`src/sv/sed_pkg.sv`:
```
`timescale 1ns / 1ps
`default_nettype none
// ----------------------------------------------------------------------------
// sed_pkg: shared types and constants of the squared distance core
// Queue entry and status types, floating-point special codes, queue depth.
// ----------------------------------------------------------------------------
package sed_pkg;

  localparam int SED_FIFO_DEPTH = 4;

  localparam logic [63:0] DBL_CANON_NAN = 64'h7FF8_0000_0000_0000;
  localparam logic [63:0] DBL_POS_INF   = 64'h7FF0_0000_0000_0000;
  localparam logic [63:0] DBL_POS_ZERO  = 64'h0000_0000_0000_0000;

  // One squared term on its way from the front end to the accumulator
  typedef struct packed {
    logic        last;
    logic [63:0] term;
  } sed_item_t;

  typedef struct packed {
    logic full;
    logic empty;
  } sed_q_stat_t;

endpackage : sed_pkg
`default_nettype wire

```
`src/sv/sed_front.sv`:
```
`timescale 1ns / 1ps
`default_nettype none
// ----------------------------------------------------------------------------
// sed_front: single-precision difference and exact square
// Three stages: align and add, normalize and round, multiply; pack to double.
// ----------------------------------------------------------------------------
module sed_front (
  input  logic                   clk,
  input  logic                   rst_n,
  input  logic                   in_tvalid,
  output logic                   in_tready,
  input  logic [63:0]            in_tdata,   // [31:0] elem_a, [63:32] elem_b
  input  logic                   in_tlast,   // last
  output logic                   push,
  output sed_pkg::sed_item_t     push_item,
  input  sed_pkg::sed_q_stat_t   q_stat
);
  import sed_pkg::*;

  // stage enables
  logic en1, en2, en3;

  // stage 1: unpack, swap, align, add or subtract
  logic [31:0] a, b;
  logic        a_nan, b_nan, a_inf, b_inf, a_ge, eff_sub;
  logic [23:0] ma, mb, mx, my;
  logic [7:0]  ea, eb, ex, ey, sh;
  logic [26:0] yw_full, yw;
  logic        stk;
  logic [27:0] sum_nxt;

  logic        s1_v_r, s1_nan_r, s1_inf_r, s1_last_r;
  logic [27:0] s1_sum_r;
  logic [7:0]  s1_exp_r;

  // stage 2: normalize and round
  logic [4:0]         lz;
  logic               found;
  logic [26:0]        m27;
  logic signed [9:0]  e_pre, e_nxt;
  logic               rup;
  logic [24:0]        mant25;
  logic [23:0]        mant_nxt;

  logic               s2_v_r, s2_nan_r, s2_inf_r, s2_zero_r, s2_last_r;
  logic [23:0]        s2_mant_r;
  logic signed [9:0]  s2_exp_r;

  // stage 3: square
  logic               s3_v_r, s3_nan_r, s3_inf_r, s3_zero_r, s3_last_r;
  logic [47:0]        s3_prod_r;
  logic signed [9:0]  s3_exp_r;
  logic [11:0]        dexp;
  logic [51:0]        dfrac;

  assign en3       = !s3_v_r || !q_stat.full;
  assign en2       = !s2_v_r || en3;
  assign en1       = !s1_v_r || en2;
  assign in_tready = en1;

  assign a     = in_tdata[31:0];
  assign b     = in_tdata[63:32];
  assign a_nan = (a[30:23] == 8'hFF) && (a[22:0] != 23'd0);
  assign b_nan = (b[30:23] == 8'hFF) && (b[22:0] != 23'd0);
  assign a_inf = (a[30:23] == 8'hFF) && (a[22:0] == 23'd0);
  assign b_inf = (b[30:23] == 8'hFF) && (b[22:0] == 23'd0);
  assign ma    = {a[30:23] != 8'd0, a[22:0]};
  assign mb    = {b[30:23] != 8'd0, b[22:0]};
  assign ea    = (a[30:23] == 8'd0) ? 8'd1 : a[30:23];
  assign eb    = (b[30:23] == 8'd0) ? 8'd1 : b[30:23];
  assign a_ge  = a[30:0] >= b[30:0];
  assign eff_sub = a[31] == b[31];
  assign mx    = a_ge ? ma : mb;
  assign my    = a_ge ? mb : ma;
  assign ex    = a_ge ? ea : eb;
  assign ey    = a_ge ? eb : ea;
  assign sh    = ex - ey;
  assign yw_full = {my, 3'b000};

  always_comb begin
    if (sh >= 8'd27) begin
      yw  = '0;
      stk = |my;
    end else begin
      yw  = yw_full >> sh;
      stk = |(yw_full & ~({27{1'b1}} << sh));
    end
    yw[0] = yw[0] | stk;
    if (eff_sub) begin
      sum_nxt = {1'b0, mx, 3'b000} - {1'b0, yw};
    end else begin
      sum_nxt = {1'b0, mx, 3'b000} + {1'b0, yw};
    end
  end

  always_ff @(posedge clk) begin
    if (!rst_n) begin
      s1_v_r <= 1'b0;
    end else if (en1) begin
      s1_v_r <= in_tvalid;
    end
    if (en1) begin
      s1_nan_r  <= a_nan || b_nan || (a_inf && b_inf && (a[31] == b[31]));
      s1_inf_r  <= a_inf || b_inf;
      s1_sum_r  <= sum_nxt;
      s1_exp_r  <= ex;
      s1_last_r <= in_tlast;
    end
  end

  // leading zero count of the 27 bits below the carry
  always_comb begin
    lz    = '0;
    found = 1'b0;
    for (int i = 26; i >= 0; i--) begin
      if (!found && s1_sum_r[i]) begin
        lz    = 5'(26 - i);
        found = 1'b1;
      end
    end
  end

  // Normalize without the subnormal clamp: a sum below the normal range is
  // exact, so its round bits are zero and the value is kept as is.
  always_comb begin
    if (s1_sum_r[27]) begin
      m27   = {s1_sum_r[27:2], s1_sum_r[1] | s1_sum_r[0]};
      e_pre = 10'({2'b00, s1_exp_r}) + 10'sd1;
    end else begin
      m27   = s1_sum_r[26:0] << lz;
      e_pre = 10'({2'b00, s1_exp_r}) - 10'({5'd0, lz});
    end
    rup    = m27[2] & (m27[1] | m27[0] | m27[3]);
    mant25 = {1'b0, m27[26:3]} + {24'd0, rup};
    if (mant25[24]) begin
      mant_nxt = 24'h80_0000;
      e_nxt    = e_pre + 10'sd1;
    end else begin
      mant_nxt = mant25[23:0];
      e_nxt    = e_pre;
    end
  end

  always_ff @(posedge clk) begin
    if (!rst_n) begin
      s2_v_r <= 1'b0;
    end else if (en2) begin
      s2_v_r <= s1_v_r;
    end
    if (en2) begin
      s2_nan_r  <= s1_nan_r;
      s2_inf_r  <= !s1_nan_r && (s1_inf_r || (e_nxt >= 10'sd255));
      s2_zero_r <= s1_sum_r == 28'd0;
      s2_mant_r <= mant_nxt;
      s2_exp_r  <= e_nxt;
      s2_last_r <= s1_last_r;
    end
  end

  always_ff @(posedge clk) begin
    if (!rst_n) begin
      s3_v_r <= 1'b0;
    end else if (en3) begin
      s3_v_r <= s2_v_r;
    end
    if (en3) begin
      s3_nan_r  <= s2_nan_r;
      s3_inf_r  <= s2_inf_r;
      s3_zero_r <= s2_zero_r;
      s3_prod_r <= s2_mant_r * s2_mant_r;
      s3_exp_r  <= s2_exp_r;
      s3_last_r <= s2_last_r;
    end
  end

  // The square of a normalized 24-bit significand fits a double exactly
  assign dexp  = 12'({s3_exp_r[9], s3_exp_r, 1'b0}) +
                 (s3_prod_r[47] ? 12'd770 : 12'd769);
  assign dfrac = s3_prod_r[47] ? {s3_prod_r[46:0], 5'd0} : {s3_prod_r[45:0], 6'd0};

  always_comb begin
    push_item.last = s3_last_r;
    if (s3_nan_r) begin
      push_item.term = DBL_CANON_NAN;
    end else if (s3_inf_r) begin
      push_item.term = DBL_POS_INF;
    end else if (s3_zero_r) begin
      push_item.term = DBL_POS_ZERO;
    end else begin
      push_item.term = {1'b0, dexp[10:0], dfrac};
    end
  end

  assign push = s3_v_r && !q_stat.full;

endmodule : sed_front
`default_nettype wire

```
`src/sv/sed_fifo.sv`:
```
`timescale 1ns / 1ps
`default_nettype none
// ----------------------------------------------------------------------------
// sed_fifo: short queue of squared terms
// Decouples the front end from the accumulator.
// ----------------------------------------------------------------------------
module sed_fifo #(
  parameter int DEPTH = sed_pkg::SED_FIFO_DEPTH
) (
  input  logic                  clk,
  input  logic                  rst_n,
  input  logic                  push,
  input  sed_pkg::sed_item_t    push_item,
  input  logic                  pop,
  output sed_pkg::sed_item_t    head,
  output sed_pkg::sed_q_stat_t  stat
);
  import sed_pkg::*;

  localparam int PW = $clog2(DEPTH);
  localparam int CW = $clog2(DEPTH + 1);

  sed_item_t       mem_r [DEPTH];
  logic [PW-1:0]   wr_ptr_r, rd_ptr_r;
  logic [CW-1:0]   count_r, count_nxt;

  assign stat.full  = count_r == CW'(DEPTH);
  assign stat.empty = count_r == '0;
  assign head       = mem_r[rd_ptr_r];

  always_comb begin
    count_nxt = count_r;
    if (push && !pop) begin
      count_nxt = count_r + 1'b1;
    end else if (pop && !push) begin
      count_nxt = count_r - 1'b1;
    end
  end

  always_ff @(posedge clk) begin
    if (!rst_n) begin
      wr_ptr_r <= '0;
      rd_ptr_r <= '0;
      count_r  <= '0;
    end else begin
      count_r <= count_nxt;
      if (push) begin
        wr_ptr_r <= (wr_ptr_r == PW'(DEPTH - 1)) ? '0 : wr_ptr_r + 1'b1;
      end
      if (pop) begin
        rd_ptr_r <= (rd_ptr_r == PW'(DEPTH - 1)) ? '0 : rd_ptr_r + 1'b1;
      end
    end
  end

  always_ff @(posedge clk) begin
    if (push) begin
      mem_r[wr_ptr_r] <= push_item;
    end
  end

endmodule : sed_fifo
`default_nettype wire

```
`src/sv/sed_back.sv`:
```
`timescale 1ns / 1ps
`default_nettype none
// ----------------------------------------------------------------------------
// sed_back: double accumulator and result register
// Adds one nonnegative term per cycle if unstalled; emits and clears on last.
// ----------------------------------------------------------------------------
module sed_back (
  input  logic                  clk,
  input  logic                  rst_n,
  input  sed_pkg::sed_item_t    head,
  input  sed_pkg::sed_q_stat_t  q_stat,
  output logic                  pop,
  output logic                  out_tvalid,
  input  logic                  out_tready,
  output logic [63:0]           out_tdata
);
  import sed_pkg::*;

  logic [63:0] acc_r, sum;
  logic [63:0] out_data_r;
  logic        out_valid_r, out_valid_nxt;
  logic        can_out;

  logic        acc_nan, acc_inf, acc_zero, t_nan, t_inf, t_zero, t_big;
  logic [10:0] ex, ey, sh;
  logic [52:0] mx, my;
  logic [55:0] yw_full, yw;
  logic        stk;
  logic [56:0] sum57;
  logic [55:0] m56;
  logic [11:0] e_pre, e_fin;
  logic        rup;
  logic [53:0] mant54;
  logic [51:0] frac;

  assign acc_nan  = (acc_r[62:52] == 11'h7FF) && (acc_r[51:0] != 52'd0);
  assign acc_inf  = (acc_r[62:52] == 11'h7FF) && (acc_r[51:0] == 52'd0);
  assign acc_zero = acc_r[62:0] == 63'd0;
  assign t_nan    = (head.term[62:52] == 11'h7FF) && (head.term[51:0] != 52'd0);
  assign t_inf    = (head.term[62:52] == 11'h7FF) && (head.term[51:0] == 52'd0);
  assign t_zero   = head.term[62:0] == 63'd0;

  // both operands are nonnegative normals here: swap on exponent only
  assign t_big   = head.term[62:52] > acc_r[62:52];
  assign ex      = t_big ? head.term[62:52] : acc_r[62:52];
  assign ey      = t_big ? acc_r[62:52] : head.term[62:52];
  assign mx      = {1'b1, t_big ? head.term[51:0] : acc_r[51:0]};
  assign my      = {1'b1, t_big ? acc_r[51:0] : head.term[51:0]};
  assign sh      = ex - ey;
  assign yw_full = {my, 3'b000};

  always_comb begin
    if (sh >= 11'd56) begin
      yw  = '0;
      stk = 1'b1;
    end else begin
      yw  = yw_full >> sh;
      stk = |(yw_full & ~({56{1'b1}} << sh));
    end
    yw[0] = yw[0] | stk;
    sum57 = {1'b0, mx, 3'b000} + {1'b0, yw};
    if (sum57[56]) begin
      m56   = {sum57[56:2], sum57[1] | sum57[0]};
      e_pre = {1'b0, ex} + 12'd1;
    end else begin
      m56   = sum57[55:0];
      e_pre = {1'b0, ex};
    end
    rup    = m56[2] & (m56[1] | m56[0] | m56[3]);
    mant54 = {1'b0, m56[55:3]} + {53'd0, rup};
    if (mant54[53]) begin
      frac  = '0;
      e_fin = e_pre + 12'd1;
    end else begin
      frac  = mant54[51:0];
      e_fin = e_pre;
    end

    if (acc_nan || t_nan) begin
      sum = DBL_CANON_NAN;
    end else if (acc_inf || t_inf || (e_fin >= 12'd2047)) begin
      sum = DBL_POS_INF;
    end else if (acc_zero) begin
      sum = head.term;
    end else if (t_zero) begin
      sum = acc_r;
    end else begin
      sum = {1'b0, e_fin[10:0], frac};
    end
  end

  assign can_out    = !out_valid_r || out_tready;
  assign pop        = !q_stat.empty && (!head.last || can_out);
  assign out_tvalid = out_valid_r;
  assign out_tdata  = out_data_r;

  // drop the result once taken, raise it again on a popped last term
  always_comb begin
    out_valid_nxt = out_valid_r;
    if (out_valid_r && out_tready) begin
      out_valid_nxt = 1'b0;
    end
    if (pop && head.last) begin
      out_valid_nxt = 1'b1;
    end
  end

  always_ff @(posedge clk) begin
    if (!rst_n) begin
      acc_r       <= DBL_POS_ZERO;
      out_valid_r <= 1'b0;
    end else begin
      out_valid_r <= out_valid_nxt;
      if (pop) begin
        if (head.last) begin
          acc_r <= DBL_POS_ZERO;
        end else begin
          acc_r <= sum;
        end
      end
    end
  end

  always_ff @(posedge clk) begin
    if (pop && head.last) begin
      out_data_r <= sum;
    end
  end

endmodule : sed_back
`default_nettype wire

```
`src/sv/squared_euclidean_distance_core.sv`:
```
`timescale 1ns / 1ps
`default_nettype none
// ----------------------------------------------------------------------------
// squared_euclidean_distance_core: streaming squared Euclidean distance
// Sums (a - b)^2 over pairs of single-precision elements into a double.
// ----------------------------------------------------------------------------
// Usage:
//   Input beats carry one element pair (elem_a, elem_b as float bit patterns)
//   and tlast on the final pair of the vectors. Each pair's difference is
//   rounded in single precision, squared exactly in double and added to a
//   double accumulator in arrival order (round to nearest even).
//   On a tlast beat one output beat carries the double sum; the accumulator
//   then returns to +0. A NaN sum comes out as the canonical quiet NaN.
//   Throughput: one pair per cycle when nothing stalls, set by the double add in the
//   accumulator loop. After the edge that accepts a tlast beat, the pair passes
//   the three front stages and a queue write, then the accumulator loads the
//   output register and out_tvalid rises.
//   Reset (rst_n low, synchronous) empties the pipeline and queue, drops any
//   pending result and clears the accumulator to +0.
//   When the receiver stalls, the result holds in the output register while
//   non-last pairs keep flowing; the front end stalls only once the queue
//   fills behind a waiting last pair.
// ----------------------------------------------------------------------------
module squared_euclidean_distance_core #(
  parameter int FIFO_DEPTH = sed_pkg::SED_FIFO_DEPTH
) (
  input  logic        clk,
  input  logic        rst_n,
  input  logic        in_tvalid,
  output logic        in_tready,
  input  logic [63:0] in_tdata,    // [31:0] elem_a, [63:32] elem_b
  input  logic        in_tlast,    // last
  output logic        out_tvalid,
  input  logic        out_tready,
  output logic [63:0] out_tdata    // [63:0] distance
);
  import sed_pkg::*;

  sed_item_t   push_item, head;
  sed_q_stat_t q_stat;
  logic        push, pop;

  // difference, square and pack to double
  sed_front u_front (
    .clk       (clk),
    .rst_n     (rst_n),
    .in_tvalid (in_tvalid),
    .in_tready (in_tready),
    .in_tdata  (in_tdata),
    .in_tlast  (in_tlast),
    .push      (push),
    .push_item (push_item),
    .q_stat    (q_stat)
  );

  // term queue between the two halves
  sed_fifo #(
    .DEPTH (FIFO_DEPTH)
  ) u_fifo (
    .clk       (clk),
    .rst_n     (rst_n),
    .push      (push),
    .push_item (push_item),
    .pop       (pop),
    .head      (head),
    .stat      (q_stat)
  );

  // accumulate and hold the result
  sed_back u_back (
    .clk        (clk),
    .rst_n      (rst_n),
    .head       (head),
    .q_stat     (q_stat),
    .pop        (pop),
    .out_tvalid (out_tvalid),
    .out_tready (out_tready),
    .out_tdata  (out_tdata)
  );

`ifndef SYNTHESIS
  // sum of squares is never negative
  a_sign_clear : assert property (@(posedge clk) disable iff (!rst_n)
    out_tvalid |-> !out_tdata[63])
    else $error("distance has sign bit set");

  // special exponents only as +inf or the canonical NaN
  a_special_code : assert property (@(posedge clk) disable iff (!rst_n)
    (out_tvalid && (out_tdata[62:52] == 11'h7FF)) |->
      ((out_tdata[51:0] == 52'd0) || (out_tdata[51:0] == 52'h8_0000_0000_0000)))
    else $error("non-canonical special value on output");

  // a full queue never takes a push without a pop
  a_no_overflow : assert property (@(posedge clk) disable iff (!rst_n)
    q_stat.full |-> !(push && !pop))
    else $error("term queue overflow");
`endif

endmodule : squared_euclidean_distance_core
`default_nettype wire

```
`config.mk`:
```
export PLATFORM = sky130hd
export DESIGN_NAME = squared_euclidean_distance_core
export DESIGN_NICKNAME = d
export VERILOG_FILES = /design/src/sv/sed_pkg.sv /design/src/sv/sed_front.sv /design/src/sv/sed_fifo.sv /design/src/sv/sed_back.sv /design/src/sv/squared_euclidean_distance_core.sv
export SDC_FILE = /design/constraint.sdc
export NUM_CORES = 2
export LEC_CHECK = 0
export BUFFER_PORTS_ARGS = -buffer_cell sky130_fd_sc_hd__buf_4
export CAP_MARGIN = 40
export CORE_MARGIN = 8
export CORE_UTILIZATION = 40
export DETAILED_ROUTE_END_ITERATION = 10
export GPL_TIMING_DRIVEN = 0
export PLACE_DENSITY = 0.64
export SLEW_MARGIN = 0
export SYNTH_ARGS = -nofsm -noshare
export SYNTH_HDL_FRONTEND = slang
export SYNTH_HIERARCHICAL = 1
export SYNTH_SLANG_ARGS = --single-unit
```
`constraint.sdc`:
```
create_clock -name clk -period 17.21 [get_ports clk]
set_clock_uncertainty 0.05 [all_clocks]
set_input_delay 2.5815 -clock clk [delete_from_list [all_inputs] [get_ports clk]]
set_output_delay 2.5815 -clock clk [all_outputs]
set_load 0.02 [all_outputs]
```
; ---- Word level (Yosys, flattened, before mapping)
; Memories as Yosys holds them, arrays and structs flattened. A register that Yosys moved wholly into a read port is not among the register bits.
; Index checks and enable logic that the tools add are counted.
; Widths: inputs -> output; s select.
[totals]
mem_count = 1
wordCells = 284
latchBits = 0
output_inout_bits = 66
romBits = 0
reg_bits = 278
inputBits = 69
ramBits = 260
[op_classes]
multipliers = 1
n_eq_ne = 8
n_mux = 94
shift = 5
addsub = 17
bitwise = 14
n_div = 0
n_reduce_logical = 112
magnitude_cmp = 6
[memory_table]
columns = memory, depth, word_bits, read_ports, rd_ports_with_merged_regs, write_ports, line
row1 = u_fifo.mem_r, 4, 65, 1, 1, 1, sed_fifo.sv:23  ; sed_item_t mem_r [DEPTH];
[ops]
columns = op, count
row1 = $mux 64, 7
row2 = $mux 52, 4
row3 = $logic_not 63->1, 2
row4 = $mux 56, 2
row5 = $logic_not 52->1, 2
row6 = $reduce_bool 52->1, 2
row7 = $mux 63, 1
row8 = $add 56x56->57, 1
row9 = $and 56x56->56, 1
row10 = $not 56->56, 1
row11 = $reduce_or 56->1, 1
row12 = $shl 56x11->56 const A, 1
row13 = $shr 56x11->56, 1
row14 = $mux 5, 11
row15 = $add 53x1->54, 1
row16 = $mux 27, 2
row17 = $mul 24x24->48, 1
row18 = $mux 24, 2
row19 = $logic_not 23->1, 2
row20 = $reduce_bool 23->1, 2
row21 = $logic_and 1x1->1, 43
row22 = $logic_not 1->1, 36
row23 = $mux 1, 33
row24 = $mux 4, 8
row25 = other kinds (47), 90

; ---- Longest topological paths before layout
[depth]
word_depth = 89
mapped_depth = 71
mapped_depth_nobuf = 51

; ---- Modules after synthesis
; Netlist, hierarchy kept.
[by_module_without_submodules]
columns = mod, instances, area_per_inst_um2, cells_each
row1 = sed_front, 1, 31008.5, 3531
row2 = sed_back, 1, 20053.0, 2892
row3 = sed_fifo, 1, 9882.0, 383

; ---- Least setup slack after synthesis
; OpenSTA, ideal clock, no wires.
[synth_timing]
path_type = reg-to-reg
from = reg (tool-made name)
to = reg u_back.out_data_r[40], in the netlist u_back/out_tdata[40] (data pin)
path_stages_with_launch = 64
synth_period_minus_slack_ns = 14.831
setup_ns = 0.258
setup_slack_ns = 2.379
arrival_ns = 14.523
path_cell_list = dfxtp_1 > buf_6 > buf_12 > mux4_2 > inv_1 > ha_1 > buf_4 > inv_2 > or4_1 > o21a_1 > nand2_1 > buf_4 > buf_4 > buf_2 > clkbuf_1 > clkbuf_1 > buf_1 > clkbuf_1 > (+28 left out) > buf_4 > clkbuf_1 > clkbuf_1 > buf_1 > nor2_1 > nor2_1 > ha_1 > nand3_1 > nor2_1 > nand3_1 > nor4_1 > o211ai_1 > or4_1 > nor2_1 > nand2_1 > mux2_2 > a31oi_1 > nor2_1
[synth_rtl]
columns = item, line
row1 = end signal: assignment, sed_back.sv:126  ; out_data_r <= sum;
row2 = end: declaration, sed_back.sv:20  ; logic [63:0] out_data_r;

==> results.toml <==
[worst_setup_path]
reg2reg_to = "u_back/out_tdata[36]"
crit_path_max_fanout = 28
ff2ff_setup_slack_ns = 0.30
crit_arrival_ns = 17.28
end_kind = "register"
worstRegToRegCells = 60
worstSetupStartpointType = "register"
path_class = "reg2reg"
cpPeakStageDelay_ns = 0.73
critPathRequiredTime_ns = 17.58
cp_slowest_cell = "nor2_1"

[global_route]
globalRouteTotalUtil_pct = 30.5
grt_pass1_wl_um = 376000
grt_max_degree = 56
grt_antenna_before_repair = 10
grt-ovfl-total = 0
grt_pass1_vias = 54726

[synth]
synth_flop_cell = "edfxtp_1"
synth.avg_cell_area_um2 = 8.95
ys_seq_area_share_pct = 25.3
async_reset_ff_share_pct = 0
synth-edff-count = 462
ys_warn_count = 6
synthesis.area_um2 = 60900
synth_cell_type_count = 125
syn_inst = 6806
ys_ff_latch = 539

[final_layout]
synthToLayoutAreaGrowth_pct = 11.3
utilization_pct = 44.8
final_nets = 7919
fillers = 14818
register_area_um2 = 15400
multi_input_area_um2 = 41700
drive_gt1_share_pct = 9.97

[floorplan]
io_pins = 135
start_util_pct = 40.2
die_h_um = 406
core.rowCount = 143
die_x_um = 406
dieArea_um2 = 165000
core_um2 = 152000

[route]
wire_per_inst_um = 28.3
drc = 0
drtPass1Iterations = 7
ant_nets = 0
via_count = 55940
wirelength_um = 259000
viasPerCell = 6.11
drt-initial-drc-count = 6276

[cts]
clk_latency_ns = 0.68
numCtsBuffers = 60
cts_tree = "yes"
clock-sinks = 539
ctsHtreeMaxLevel = 2
cts_buffer_depth = 3
cts_root_buf = "clkbuf_16"
clk_pin_slew_ns = 0.06
holdBufCountCts = 0

[place]
io_buffers = 134
hpwl_um = 211000
finalWeightedCongestion = 1.12
place_ws_ns = -5.16

[min_path]
min-delay-start = "u_front/s2_last_r"
hold_path_class = "reg2reg"
min_to = "u_front/s3_last_r"
hold_depth = 0

[timing]
hold_viol = 0
fmax_mhz = 59.1
setup_viol = 0
slew_headroom_pct = 29.6
final.period_utilization_pct = 98.3
drv_slew = 0
tightest_slew_ns = 1.03
period_needed_ns = 16.91
hold_ws_ns = 0.354
fin_tns_setup_ns = 0
worst_slack_ns = 0.298

[flow_run]
max_cap_violations = 0

[run_status]
outcome = "finished, final reports clean"
[through the flow]
step | std cells | area (um2)
6_report | 9161 | 67800
5_1_grt | 9158 | 67800
4_1_cts | 9161 | 67700
3_5_place_dp | 9049 | 65300
3_3_place_gp | 8975 | 64500
2_1_floorplan | 6811 | 61000
[registers in the layout (all words and copies together), names as in the netlist, 2 cells and up, named ones only]
name / count
u_fifo/mem_r: 260
u_back/acc_r: 64
u_back/out_tdata: 64
u_front/s3_prod_r: 47
u_front/s1_sum_r: 28
u_front/s2_mant_r: 24
u_front/s2_exp_r: 10
u_front/s3_exp_r: 10
u_front/s1_exp_r: 8
u_fifo/count_r: 3
u_fifo/rd_ptr_r: 2
u_fifo/wr_ptr_r: 2
[placed cells by master (no fill, tap or decap), types with 54 or more instances in the layout]
cell	synthesis	final
nand2_1	825	821
inv_1	656	655
nor2_1	530	526
edfxtp_1	462	462
fa_1	427	427
ha_1	346	345
a21oi_1	359	341
mux2i_1	309	305
o21ai_0	268	257
clkbuf_1	229	215
buf_4	26	200
and2_1	205	199
nand3_1	174	171
nor3_1	150	147
xnor2_1	147	147
xor2_1	91	91
o31ai_1	89	88
mux4_2	81	81
dfxtp_1	77	77
nand4_1	74	74
o211ai_1	74	74
nor4_1	71	66
clkbuf_16	0	61
a31oi_1	61	59
nor2b_1	58	58
buf_2	38	55
and3_1	54	54
o22ai_1	55	54
[critical path: cells and delay by family, from the launching register on]
kind            cells  cell delay (ns)
compound gates     18             4.44
buf+inv            20             5.25
flops               1             0.34
simple gates       17             4.94
mux                 1             0.63
fa+ha+maj           4             0.82
[Yosys cell counts (31+ instances only)]
library cell / count / area, um2
xor2_1: 91 / 797
a21oi_1: 359 / 1800
o211ai_1: 74 / 556
nand2_1: 825 / 3100
o22ai_1: 55 / 344
nand4_1: 74 / 463
o21ai_0: 268 / 1340
mux2_2: 32 / 360
and3_1: 54 / 338
nand3_1: 174 / 871
buf_2: 38 / 190
nor2_1: 530 / 1990
clkbuf_1: 229 / 860
buf_1: 51 / 191
o31ai_1: 89 / 668
nand2b_1: 51 / 319
a31oi_1: 61 / 382
nor3_1: 150 / 751
nor4_1: 71 / 444
a21o_1: 42 / 315
ha_1: 346 / 4330
mux4_2: 81 / 1820
xnor2_1: 147 / 1290
nor2b_1: 58 / 363
or3_1: 43 / 269
and2_1: 205 / 1280
mux2i_1: 309 / 3090
fa_1: 427 / 8550
a211oi_1: 59 / 443
edfxtp_1: 462 / 13900
o21bai_1: 31 / 233
o21a_1: 44 / 330
dfxtp_1: 77 / 1540
inv_1: 656 / 2460
[what timing repair did]
item	in CTS	in global routing
pin swaps	4	1
setup buffers	6	3
gates resized for setup	88	44
cloned	0	0
setup endpoints to repair	128	128
[layout make-up]
class | instances | area share (%)
diodes | 3 | 0.0111
flip-flops and latches | 539 | 22.7
well taps | 2030 | 3.74
inverters | 661 | 3.66
repair buffers | 219 | 2.76
clock inverters | 36 | 0.710
plain buffers | 354 | 2.59
clock buffers | 77 | 2.35
multi-input cells | 5242 | 61.5
[logic make-up (layout without fill, tap and decap cells)]
kind of cell | after synthesis | in the layout | share of synthesized area [%]
other | 1 | 9 | 0.00615
AOI/OAI and AO/OA | 1421 | 1421 | 15.6
buffers and inverters | 1030 | 1347 | 6.92
adders and majority gates | 775 | 775 | 21.2
xor gates and xnor gates | 238 | 238 | 3.42
muxes | 426 | 426 | 8.77
and+or+nand+nor | 2376 | 2376 | 18.8
DFF | 539 | 539 | 25.3
[worst max-delay path by stage]
stage,cells after the start,end,slack (ns),start
final,60,u_back/out_tdata[36],0.30,register
after global routing,68,u_back/out_tdata[44],-0.02,register
after CTS,67,u_back/acc_r[16],0.11,register
after detailed placement,69,u_back/out_tdata[22],-5.16,register
after global placement,65,u_back/out_tdata[22],-6.77,register
after floorplan,63,u_back/out_tdata[40],2.38,register
[layer usage]
layer	track usage (%)	routed length, um
met1	39.5	104000
met2	48.1	115000
met3	5.14	20400
met4	18.1	19800
met5	0	71
Power is not shown: default switching activity piles up to over one toggle a cycle in this logic, so the estimate is an artifact.
